--- config.mk ---
export PLATFORM = sky130hd
export DESIGN_NAME = piecewise_linear_table_interpolator
export DESIGN_NICKNAME = d
export VERILOG_FILES = /design/src/rtl/core/plti_pkg.sv /design/src/rtl/core/plti_ctrl.sv /design/src/rtl/core/plti_dpath.sv /design/src/rtl/core/piecewise_linear_table_interpolator.sv
export VERILOG_INCLUDE_DIRS = /design/src /design/src/rtl/core
export SDC_FILE = /design/constraint.sdc
export NUM_CORES = 2
export LEC_CHECK = 0
export ABC_AREA = 1
export BUFFER_PORTS_ARGS = -buffer_cell sky130_fd_sc_hd__buf_2
export CORE_ASPECT_RATIO = 1.75
export CORE_UTILIZATION = 55
export CTS_CLUSTER_DIAMETER = 80
export DETAILED_ROUTE_END_ITERATION = 10
export GPL_TIMING_DRIVEN = 1
export PLACE_DENSITY = 0.69
export SLEW_MARGIN = 30
export SYNTH_ARGS = -nofsm -noshare
export SYNTH_HDL_FRONTEND = slang
export SYNTH_SLANG_ARGS = --single-unit
--- constraint.sdc ---
create_clock -name clk -period 9.45 [get_ports clk]
set_input_delay 1.89 -clock clk [delete_from_list [all_inputs] [get_ports clk]]
set_output_delay 1.89 -clock clk [all_outputs]
set_load 0.01 [all_outputs]
--- src/rtl/core/piecewise_linear_table_interpolator_assert.svh ---
// Assertion macros for the piecewise linear interpolator.
// Used by the top level; expects clk and arst_n in scope.
`ifndef PIECEWISE_LINEAR_TABLE_INTERPOLATOR_ASSERT_SVH
`define PIECEWISE_LINEAR_TABLE_INTERPOLATOR_ASSERT_SVH

// Consequent must hold in the same cycle as the antecedent.
`define PLTI_ASSERT_SAME(lbl, ante, cons, msg) \
	lbl: assert property (@(posedge clk) disable iff (!arst_n) (ante) |-> (cons)) \
		else $error(msg);

// Consequent must hold in the cycle after the antecedent.
`define PLTI_ASSERT_NEXT(lbl, ante, cons, msg) \
	lbl: assert property (@(posedge clk) disable iff (!arst_n) (ante) |=> (cons)) \
		else $error(msg);

`endif

--- src/rtl/core/plti_pkg.sv ---
// Shared types and codes for the piecewise linear interpolator.
// No dependencies.
`timescale 1ns / 1ps

package plti_pkg;

	localparam logic [1:0] ACT_CLEAR  = 2'd0;
	localparam logic [1:0] ACT_APPEND = 2'd1;
	localparam logic [1:0] ACT_QUERY  = 2'd2;

	localparam logic [1:0] ST_OK        = 2'd0;
	localparam logic [1:0] ST_NOT_FOUND = 2'd1;
	localparam logic [1:0] ST_FULL      = 2'd2;

	localparam int DATA_W = 32;
	localparam int DIV_STEPS = 32;

	typedef enum logic [2:0] {
		PLTI_IDLE,
		PLTI_WALK,
		PLTI_MUL,
		PLTI_DIV,
		PLTI_FIN,
		PLTI_RESP
	} state_t;

	// controller -> datapath
	typedef struct packed {
		logic accept;
		logic walk;
		logic seg_load;
		logic mul;
		logic div;
		logic fin;
		logic miss;
		logic emit;
	} cmd_t;

	// datapath -> controller
	typedef struct packed {
		logic is_query;
		logic hit;
		logic miss;
		logic div_last;
		logic out_free;
	} sts_t;

endpackage

--- src/rtl/core/plti_ctrl.sv ---
// Sequencer for the interpolator: accept, segment walk, multiply, divide, respond.
// Depends on plti_pkg.
`timescale 1ns / 1ps

module plti_ctrl
	import plti_pkg::*;
(
	input  logic   clk,
	input  logic   arst_n,
	input  logic   in_valid,
	output logic   in_ready,
	input  sts_t   sts,
	output cmd_t   cmd,
	output state_t state
);

	state_t state_q, state_d;

	always_ff @(posedge clk or negedge arst_n) begin
		if (!arst_n) begin
			state_q <= PLTI_IDLE;
		end else begin
			state_q <= state_d;
		end
	end

	always_comb begin
		state_d = state_q;
		unique case (state_q)
			PLTI_IDLE: begin
				if (in_valid) begin
					state_d = sts.is_query ? PLTI_WALK : PLTI_RESP;
				end
			end
			PLTI_WALK: begin
				priority if (sts.hit) begin
					state_d = PLTI_MUL;
				end else if (sts.miss) begin
					state_d = PLTI_RESP;
				end
			end
			PLTI_MUL:  state_d = PLTI_DIV;
			PLTI_DIV: begin
				if (sts.div_last) begin
					state_d = PLTI_FIN;
				end
			end
			PLTI_FIN:  state_d = PLTI_RESP;
			PLTI_RESP: begin
				if (sts.out_free) begin
					state_d = PLTI_IDLE;
				end
			end
			default:   state_d = PLTI_IDLE;
		endcase
	end

	always_comb begin
		cmd = '0;
		unique case (state_q)
			PLTI_IDLE: cmd.accept = in_valid;
			PLTI_WALK: begin
				cmd.seg_load = sts.hit;
				cmd.miss     = !sts.hit && sts.miss;
				cmd.walk     = !sts.hit && !sts.miss;
			end
			PLTI_MUL:  cmd.mul  = 1'b1;
			PLTI_DIV:  cmd.div  = 1'b1;
			PLTI_FIN:  cmd.fin  = 1'b1;
			PLTI_RESP: cmd.emit = sts.out_free;
			default:   cmd = '0;
		endcase
	end

	assign in_ready = (state_q == PLTI_IDLE);
	assign state    = state_q;

endmodule

--- src/rtl/core/plti_dpath.sv ---
// Datapath: breakpoint memories, segment walk, 32x32 multiplier,
// restoring divider and output register. Depends on plti_pkg.
`timescale 1ns / 1ps

module plti_dpath
	import plti_pkg::*;
#(
	parameter int MAX_POINTS = 16
) (
	input  logic                     clk,
	input  logic                     arst_n,
	input  cmd_t                     cmd,
	output sts_t                     sts,
	input  logic [1:0]               action,
	input  logic signed [DATA_W-1:0] key_x,
	input  logic signed [DATA_W-1:0] point_value,
	output logic                     out_valid,
	input  logic                     out_ready,
	output logic signed [DATA_W-1:0] result_value,
	output logic [1:0]               status
);

	localparam int IDX_W = $clog2(MAX_POINTS);
	localparam int CNT_W = $clog2(MAX_POINTS + 1);
	localparam int DC_W  = $clog2(DIV_STEPS);

	logic [DATA_W-1:0] mem_x [MAX_POINTS];
	logic [DATA_W-1:0] mem_y [MAX_POINTS];

	logic [CNT_W-1:0] cnt_q;
	logic [CNT_W-1:0] ptr_q;
	logic             cur_vld_q, seg_vld_q;
	logic signed [DATA_W-1:0] key_q;
	logic signed [DATA_W-1:0] cur_x_q, cur_y_q, prv_x_q, prv_y_q;

	logic [DATA_W-1:0] dx_q, t_q, mag_q, rem_q, low_q;
	logic signed [DATA_W-1:0] y0_q;
	logic              neg_q, dx_zero_q;
	logic [DC_W-1:0]   div_cnt_q;

	logic signed [DATA_W-1:0] pend_val_q;
	logic [1:0]               pend_st_q;
	logic                     out_vld_q;
	logic signed [DATA_W-1:0] res_q;
	logic [1:0]               st_q;

	logic                 full, exhausted, rd_ok;
	logic                 do_append;
	logic [DATA_W-1:0]    dx, t, mag;
	logic signed [DATA_W:0] dy;
	logic [DATA_W:0]      trial, trial_sub;
	logic                 ge;
	logic signed [DATA_W-1:0] final_val;

	assign full      = (cnt_q >= CNT_W'(MAX_POINTS));
	assign rd_ok     = (ptr_q < cnt_q);
	assign exhausted = !rd_ok && !cur_vld_q;
	assign do_append = cmd.accept && (action == ACT_APPEND) && !full;

	// Segment set-up: x0 <= key <= x1 holds, so the unsigned differences are exact.
	assign dx  = cur_x_q - prv_x_q;
	assign t   = key_q - prv_x_q;
	assign dy  = {cur_y_q[DATA_W-1], cur_y_q} - {prv_y_q[DATA_W-1], prv_y_q};
	assign mag = dy[DATA_W] ? DATA_W'(-dy) : dy[DATA_W-1:0];

	// Quotient is below 2^32, so the high product half is already below dx.
	assign trial     = {rem_q, low_q[DATA_W-1]};
	assign ge        = (trial >= {1'b0, dx_q});
	assign trial_sub = trial - {1'b0, dx_q};

	assign final_val = dx_zero_q ? y0_q :
		(neg_q ? y0_q - $signed(low_q) : y0_q + $signed(low_q));

	assign sts.is_query = (action == ACT_QUERY);
	assign sts.hit      = seg_vld_q && (prv_x_q <= key_q) && (key_q <= cur_x_q);
	assign sts.miss     = exhausted;
	assign sts.div_last = (div_cnt_q == DC_W'(DIV_STEPS - 1));
	assign sts.out_free = !out_vld_q || out_ready;

	// breakpoint store, no reset
	always_ff @(posedge clk) begin
		if (do_append) begin
			mem_x[cnt_q[IDX_W-1:0]] <= key_x;
			mem_y[cnt_q[IDX_W-1:0]] <= point_value;
		end
		if (cmd.walk && rd_ok) begin
			cur_x_q <= mem_x[ptr_q[IDX_W-1:0]];
			cur_y_q <= mem_y[ptr_q[IDX_W-1:0]];
			prv_x_q <= cur_x_q;
			prv_y_q <= cur_y_q;
		end
	end

	always_ff @(posedge clk or negedge arst_n) begin
		if (!arst_n) begin
			cnt_q     <= '0;
			ptr_q     <= '0;
			cur_vld_q <= 1'b0;
			seg_vld_q <= 1'b0;
			out_vld_q <= 1'b0;
			div_cnt_q <= '0;
		end else begin
			if (cmd.accept) begin
				if (action == ACT_CLEAR) begin
					cnt_q <= '0;
				end else if (do_append) begin
					cnt_q <= cnt_q + CNT_W'(1);
				end
				ptr_q     <= '0;
				cur_vld_q <= 1'b0;
				seg_vld_q <= 1'b0;
			end else if (cmd.walk) begin
				if (rd_ok) begin
					ptr_q <= ptr_q + CNT_W'(1);
				end
				seg_vld_q <= rd_ok && cur_vld_q;
				cur_vld_q <= rd_ok;
			end
			if (cmd.mul) begin
				div_cnt_q <= '0;
			end else if (cmd.div) begin
				div_cnt_q <= div_cnt_q + DC_W'(1);
			end
			if (cmd.emit) begin
				out_vld_q <= 1'b1;
			end else if (out_ready) begin
				out_vld_q <= 1'b0;
			end
		end
	end

	// arithmetic and result registers
	always_ff @(posedge clk) begin
		if (cmd.accept) begin
			key_q      <= key_x;
			pend_val_q <= '0;
			pend_st_q  <= (action == ACT_APPEND && full) ? ST_FULL : ST_OK;
		end
		if (cmd.miss) begin
			pend_val_q <= '0;
			pend_st_q  <= ST_NOT_FOUND;
		end
		if (cmd.seg_load) begin
			dx_q      <= dx;
			t_q       <= t;
			mag_q     <= mag;
			neg_q     <= dy[DATA_W];
			y0_q      <= prv_y_q;
			dx_zero_q <= (dx == '0);
		end
		if (cmd.mul) begin
			{rem_q, low_q} <= mag_q * t_q;
		end
		if (cmd.div) begin
			rem_q <= ge ? trial_sub[DATA_W-1:0] : trial[DATA_W-1:0];
			low_q <= {low_q[DATA_W-2:0], ge};
		end
		if (cmd.fin) begin
			pend_val_q <= final_val;
			pend_st_q  <= ST_OK;
		end
		if (cmd.emit) begin
			res_q <= pend_val_q;
			st_q  <= pend_st_q;
		end
	end

	assign out_valid    = out_vld_q;
	assign result_value = res_q;
	assign status       = st_q;

endmodule

--- src/rtl/core/piecewise_linear_table_interpolator.sv ---
// Piecewise linear interpolator over a table of up to MAX_POINTS breakpoints.
// Input channel: in_valid/in_ready with action, key_x, point_value.
//   action clear empties the table, append stores (key_x, point_value) at
//   the end, query interpolates at key_x. Values are signed Q16.16.
// Output channel: out_valid/out_ready with result_value and status; exactly
//   one result per input transfer, in order.
// One item is in flight at a time; in_ready is high only when idle.
// Clear and append: the item goes straight to the response state, and its
//   result is loaded into the output register from there.
// Query on n stored points: walk at one memory read a cycle until a hit or
//   a miss, then the multiply, then the divide (one quotient bit a cycle for
//   DIV_STEPS bits), then the add; the result then goes to the output register.
// A stalled receiver holds the result in the output register; the next item
//   is taken meanwhile and its result waits until the register frees.
// Reset (arst_n low) empties the table and drops any result in flight;
//   breakpoint memory contents are not cleared.
`timescale 1ns / 1ps
`include "piecewise_linear_table_interpolator_assert.svh"

module piecewise_linear_table_interpolator
	import plti_pkg::*;
#(
	parameter int MAX_POINTS = 16
) (
	input  logic                     clk,
	input  logic                     arst_n,
	input  logic                     in_valid,
	output logic                     in_ready,
	input  logic [1:0]               action,
	input  logic signed [DATA_W-1:0] key_x,
	input  logic signed [DATA_W-1:0] point_value,
	output logic                     out_valid,
	input  logic                     out_ready,
	output logic signed [DATA_W-1:0] result_value,
	output logic [1:0]               status
);

	cmd_t   cmd;
	sts_t   sts;
	state_t state;

	plti_ctrl u_ctrl (
		.clk      (clk),
		.arst_n   (arst_n),
		.in_valid (in_valid),
		.in_ready (in_ready),
		.sts      (sts),
		.cmd      (cmd),
		.state    (state)
	);

	plti_dpath #(
		.MAX_POINTS (MAX_POINTS)
	) u_dpath (
		.clk          (clk),
		.arst_n       (arst_n),
		.cmd          (cmd),
		.sts          (sts),
		.action       (action),
		.key_x        (key_x),
		.point_value  (point_value),
		.out_valid    (out_valid),
		.out_ready    (out_ready),
		.result_value (result_value),
		.status       (status)
	);

	`PLTI_ASSERT_SAME(a_emit_free, cmd.emit, sts.out_free, "result loaded over a pending one")
	`PLTI_ASSERT_SAME(a_walk_excl, state == PLTI_WALK, !(sts.hit && sts.miss), "hit and miss together")
	`PLTI_ASSERT_NEXT(a_div_done, state == PLTI_DIV && sts.div_last, state == PLTI_FIN, "divide overran")
	`PLTI_ASSERT_NEXT(a_emit_valid, cmd.emit, out_valid, "emitted result not presented")

endmodule

Word level (Yosys, flattened, before mapping). Memory sizes are Yosys's and may differ from the RTL's. A register that Yosys moved wholly into a read port is not among the register bits. Index checks and enable logic that the tools add are counted.

Bits in registers: 379. RAM bits: 1024. Output and inout port bits: 36. Memories: 2.

Add/sub/neg operators: 10. Multipliers: 1. Order comparisons: 5. Equality and inequality tests: 12. Mux-type cells: 43. Reductions and logical operators: 31.

Memories: u_dpath.mem_x (depth 16, bits a word 32, read ports 1, clocked after Yosys merged registers in 1, write ports 1, RTL line plti_dpath.sv:27) `logic [DATA_W-1:0] mem_x [MAX_POINTS];`; u_dpath.mem_y (depth 16, bits a word 32, read ports 1, clocked after Yosys merged registers in 1, write ports 1, RTL line plti_dpath.sv:28) `logic [DATA_W-1:0] mem_y [MAX_POINTS];`.

Operators by type and width (count): $mux 32 (11); $sub 32x32->32 (4); $le 32x32->1 (2); $mul 32x32->64 (1); $mux 5 (7); $ge 33x32->1 (1); $sub 32x32->33 (1); $add 32x32->32 (1); $logic_not 32->1 (1); $neg 32->32 (1); $mux 3 (6); $pmux 3 s6 (1); $mux 1 (16); $add 5x1->5 const B (3); $reduce_bool 2->1 (6); $logic_and 1x1->1 (10); $eq 3x2->1 const B (2); $eq 3x3->1 const B (2); $logic_not 1->1 (6); $eq 5x5->1 const B (1); $ge 5x5->1 const B (1); $lt 5x5->1 (1); $mux 2 (2); $ne 2x2->1 const B (2); other kinds (12) (13).

Longest topological paths before layout.
Depth after elaboration: 8. Gate-level depth with buffers: 34. Gate-level depth less buffers: 33.

By module. A second synthesis with hierarchy kept.

Cells, all modules: 10577. Area total of the unflattened synthesis: 102270.6 µm².

Modules (own cells, without submodules): plti_dpath (instances 1, cells each 10525, area each 101980.3 µm², seq. area each 43852.1 µm²); plti_ctrl (instances 1, cells each 52, area each 290.3 µm², seq. area each 75.1 µm²).

Worst setup path before layout. OpenSTA, ideal clock, no wires.

Path type: flip-flop to flip-flop. Start point: reg u_dpath.prv_x_q[0]. End point: reg u_dpath.dx_q[0] (enable). Library setup time: 621 ps. Arrival: 7313 ps. Required time: 8829 ps. Path slack: 1516 ps. Cell stages (with the launch flop): 14. Buffers on the path: 0. Cells stage by stage: edfxtp_1 ha_1 fa_1 o21ai_2 nand2_1 nand3_1 nand2_1 nand2_1 nand2_1 nand2_1 nand2_1 nand3_1 nand3_2 nor2_1.

RTL lines: start, declared (RTL line plti_dpath.sv:34) `logic signed [DATA_W-1:0] cur_x_q, cur_y_q, prv_x_q, prv_y_q;`; start signal, assigned (RTL line plti_dpath.sv:89) `prv_x_q <= cur_x_q;`; end signal, assigned (RTL line plti_dpath.sv:144) `dx_q <= dx;`; end, declared (RTL line plti_dpath.sv:36) `logic [DATA_W-1:0] dx_q, t_q, mag_q, rem_q, low_q;`.

Final worst setup path.
Start point: reg u_dpath.mag_q[15]. End point: reg u_dpath.rem_q[20] (data pin).

Longest elaborated chain between the ends: 3.

Ends and longest elaborated chain: start, declared (RTL line plti_dpath.sv:36); start signal, assigned (RTL line plti_dpath.sv:146) `mag_q <= mag;`; $mul 32x32->64 (RTL line plti_dpath.sv:152) `{rem_q, low_q} <= mag_q * t_q;`; $mux 32 (RTL line plti_dpath.sv:151) `if (cmd.mul) begin`; $mux 32 (RTL line plti_dpath.sv:154) `if (cmd.div) begin`; end signal, assigned (RTL line plti_dpath.sv:152); end signal, assigned (RTL line plti_dpath.sv:155) `rem_q <= ge ? trial_sub[DATA_W-1:0] : trial[DATA_W-1:0];`; end, declared (RTL line plti_dpath.sv:36).

No other way between the ends. The select of a mux whose other input is x is not followed. A chain may end at the register's enable or synchronous reset.

==> results by group <==
Detailed routing
  – Vias after detailed routing: 73,981
  – DR iter-0 viols: roughly 5,500
  – Detailed-route DRC error count: 0
  – Post-route ant nets: 0
  – Vias per Instance: between 5 and 6
  – Drt total wl: 286.6 mm
  – Drt first pass iters: 6
  – WL per Instance: between 20 and 25 um

Synth
  – Syn_nets: ~12,000
  – Post-Synth Adder-Cell Area: between 20% and 30%
  – Synthesized area per cell: 9.704 um2
  – Area leader, netlist: edfxtp_1
  – Synth top area cells: edfxtp_1 42%, fa_1 18%, inv_1 7.8%
  – Fraction of registers with async set/reset: 1.431%
  – Most used DFF post-synth: edfxtp_1
  – Post-synth EDFFs: 1,444
  – Seq/Total Area, Yosys: between 40% and 50%
  – Synth warnings: 0
  – XOR/XNOR share of the synthesized area: under 10%
  – Count of cell types in the netlist: 56
  – Synth Register Bits: 1,467
  – Proportion of netlist area held by the largest area contributor: between 40 and 50%
  – Post-Synth Simple-Gate Area: roughly 14%
  – Cell count after synthesis: 10,521
  – Synth Area in Compound Gates: roughly 7.6%
  – Post-Syn Area: about 100,000 um2
  – Mux contribution to synthesized area: less than 1%
  – Largest family of logic cells by synthesized area: adder cells

Worst setup path
  – Critical path's slowest cell: edfxtp_1
  – Crit-path max cell delay: between 0.8 and 0.9 ns
  – Worst path cell trace: buf_4, nand2_1, inv_1, fa_1, fa_1, inv_1, fa_1, fa_1, inv_1, fa_1, fa_1, fa_1, fa_1, ha_1, a21oi_1, o21ai_0, a21oi_1, o21ai_0, a211oi_1, o21ai_0, or2_2, nand3_1, nand2_1
  – CP endpoint kind: flop
  – Cell family with most CP delay: adder cells
  – Critical Setup Path Class: flop to flop
  – Worst path buffer plus inverter count: 4
  – CP dominant cell by count: fa_1
  – Required time worst endpoint: about 10 ns
  – CP arrival: between 9 and 10 ns
  – CP Launch Type: flop
  – Worst-path fanout max: 20

Floorplanning
  – Die width: around 330 um
  – Die Y: 572.0 um
  – Top Ports: around 110
  – Core area: approximately 180,000 um2
  – Die area: roughly 190,000 um2
  – Core Rows: approximately 210
  – Initial Utilization: around 55%

GRT
  – Antenna violations before repair: 24
  – Largest net degree at the start of global routing: between 150 and 200
  – First-pass GRT wire length: 437.9 mm
  – Total grt overflow: 0
  – Global-route usage over all layers: a little under a third
  – Number of global-route vias before repair: about 78,000

Clocking
  – Clock Latency Late Sink: 0.77 ns
  – CTS HTree Levels: 3
  – Root buf cell: clkbuf_16
  – Post-CTS Setup Repair Bufs: 0
  – TritonCTS clock tree: yes
  – CTS Buf Count: 120
  – CTS resizes: 0
  – # clock sinks: 1,467
  – # hold bufs at CTS: 0
  – Max clock buf depth: 3
  – Reg clk slew, reported paths: 0.08 ns

Status
  – Outcome: finished, final reports clean

Finish
  – Layout cell share with drive strength beyond 1: 5.372%
  – Layout area overhead: 7.526%
  – Nets: between 10,000 and 15,000
  – Final non-filler cell total: about 13,000
  – Most frequent cells in the layout: 2,107 x inv_1, 2,080 x nand2_1, 1,444 x edfxtp_1, 1,014 x nor2_1, 901 x fa_1
  – Commonest non-fill, non-tap cell in the layout: inv_1

STA
  – RSZ-0062 raised after global routing: false
  – Fin. max-slew vios: 0
  – Final setup viols: 0
  – Hold Violations, Final: 0
  – Achievable Freq: between 0.1 and 0.15 GHz
  – Max-Slew Margin vs Limit: 28.38%
  – Setup TNS: 0 ns
  – Worst Skew: slightly above 0.06 ns
  – Tcrit/Tclk final: 92.40%
  – Fin crit period: 8.732 ns
  – Worst-margin pin slew: approximately 1.1 ns

Placed design
  – RePlAce Congestion: 1.078
  – Post-detail-place hpwl: 211.1 mm
  – Placed Cells: 12,793
  – IO buf count: roughly 110

Run
  – Max Cap Violations: 0

Min path
  – Min-Delay Path Class: flop to flop
metal layers:
metal  part of all wire (%)  vias to the layer above  track usage, %
li1                       -                    33683               -
met1                     34                    36645           32.63
met2                     54                     2667           57.75
met3                    5.1                      966           3.257
met4                    7.2                       20           20.01
met5                  0.032                        -               0
synthesized netlist by cell type (22+ instances only):
cell and instances:
nor3_1 51, a31oi_1 29, o21ai_0 500, a21o_1 23, mux2i_1 100, nor2_1 1035
o211ai_1 53, a21oi_1 304, nand3_1 292, o221ai_1 109, clkbuf_1 380, o21bai_1 24
xor2_1 107, o32ai_1 156, edfxtp_1 1444, inv_1 2111, ha_1 466, fa_1 901
nand2_1 2080, buf_2 22, nand4_1 47, xnor2_1 66
path summary, 6_finish.rpt:
| check | start | endpoint | slack (ns) | cells past startpoint |
|---|---|---|---|---|
| worst min register to register | u_dpath.prv_y_q[28] | u_dpath.y0_q[28] | 0.41 | 0 |
| max in group asynchronous | arst_n | u_dpath.ptr_q[1] | 7.87 | 1 |
| worst min-delay path | u_dpath.prv_y_q[28] | u_dpath.y0_q[28] | 0.41 | 0 |
| min in group asynchronous | arst_n | u_dpath.out_valid | 1.12 | 1 |
| worst max register to register | u_dpath.mag_q[15] | u_dpath.rem_q[20] | 0.72 | 23 |
| worst max-delay path | u_dpath.mag_q[15] | u_dpath.rem_q[20] | 0.72 | 23 |
area by class of cell:
class                           count  area [um2]
Fill cell                       15318       74220
Multi-Input combinational cell   6512       48770
Sequential cell                  1467       43940
Inverter                         2121        7976
Clock buffer                      153        3168
Tap cell                         2415        3022
Timing Repair Buffer              285        2067
Clock inverter                     73       819.5
Antenna cell                        8       20.02
sequential cells by signal (all words and copies together) (netlist names), 5 cells and up:
register and flops:
u_dpath.ptr_q 5, u_dpath.pend_val_q 32, u_dpath.mem_x 512, u_dpath.result_value 32, u_dpath.mem_y 512, u_dpath.dx_q 32
u_dpath.y0_q 32, u_dpath.cnt_q 5, u_dpath.prv_y_q 32, u_dpath.key_q 32, u_dpath.mag_q 32, u_dpath.prv_x_q 32
u_dpath.rem_q 32, u_dpath.div_cnt_q 5, u_dpath.cur_x_q 32, u_dpath.cur_y_q 32, u_dpath.t_q 32, u_dpath.low_q 32
per-stage QoR:
| step | area [um2] | hold WS, ns | util, % | setup WS, ns |
|---|---|---|---|---|
| 2_1_floorplan | 102100 | 0.4003 | - | 1.516 |
| 3_3_place_gp | 105500 | 0.4042 | 57.33 | 0.6437 |
| 3_5_place_dp | 105700 | 0.4063 | 57.43 | 0.6899 |
| 4_1_cts | 109600 | 0.4169 | 59.59 | 0.6858 |
| 5_1_grt | 109800 | 0.4200 | 59.66 | 0.5693 |
| 6_report | 109800 | 0.4134 | 59.66 | 0.7181 |
cell families (layout without fill, tap and decap cells):
logic type,Yosys count,after routing
adders and majority gates,1367,1367
muxes,100,100
DFF,1467,1467
AOI/OAI and AO/OA,1258,1258
xor gates and xnor gates,173,173
and+or+nand+nor,3614,3614
buffers and inverters,2542,2632
other,0,8
Power is not shown: default switching activity piles up to over one toggle a cycle in this logic, so the estimate is an artifact.
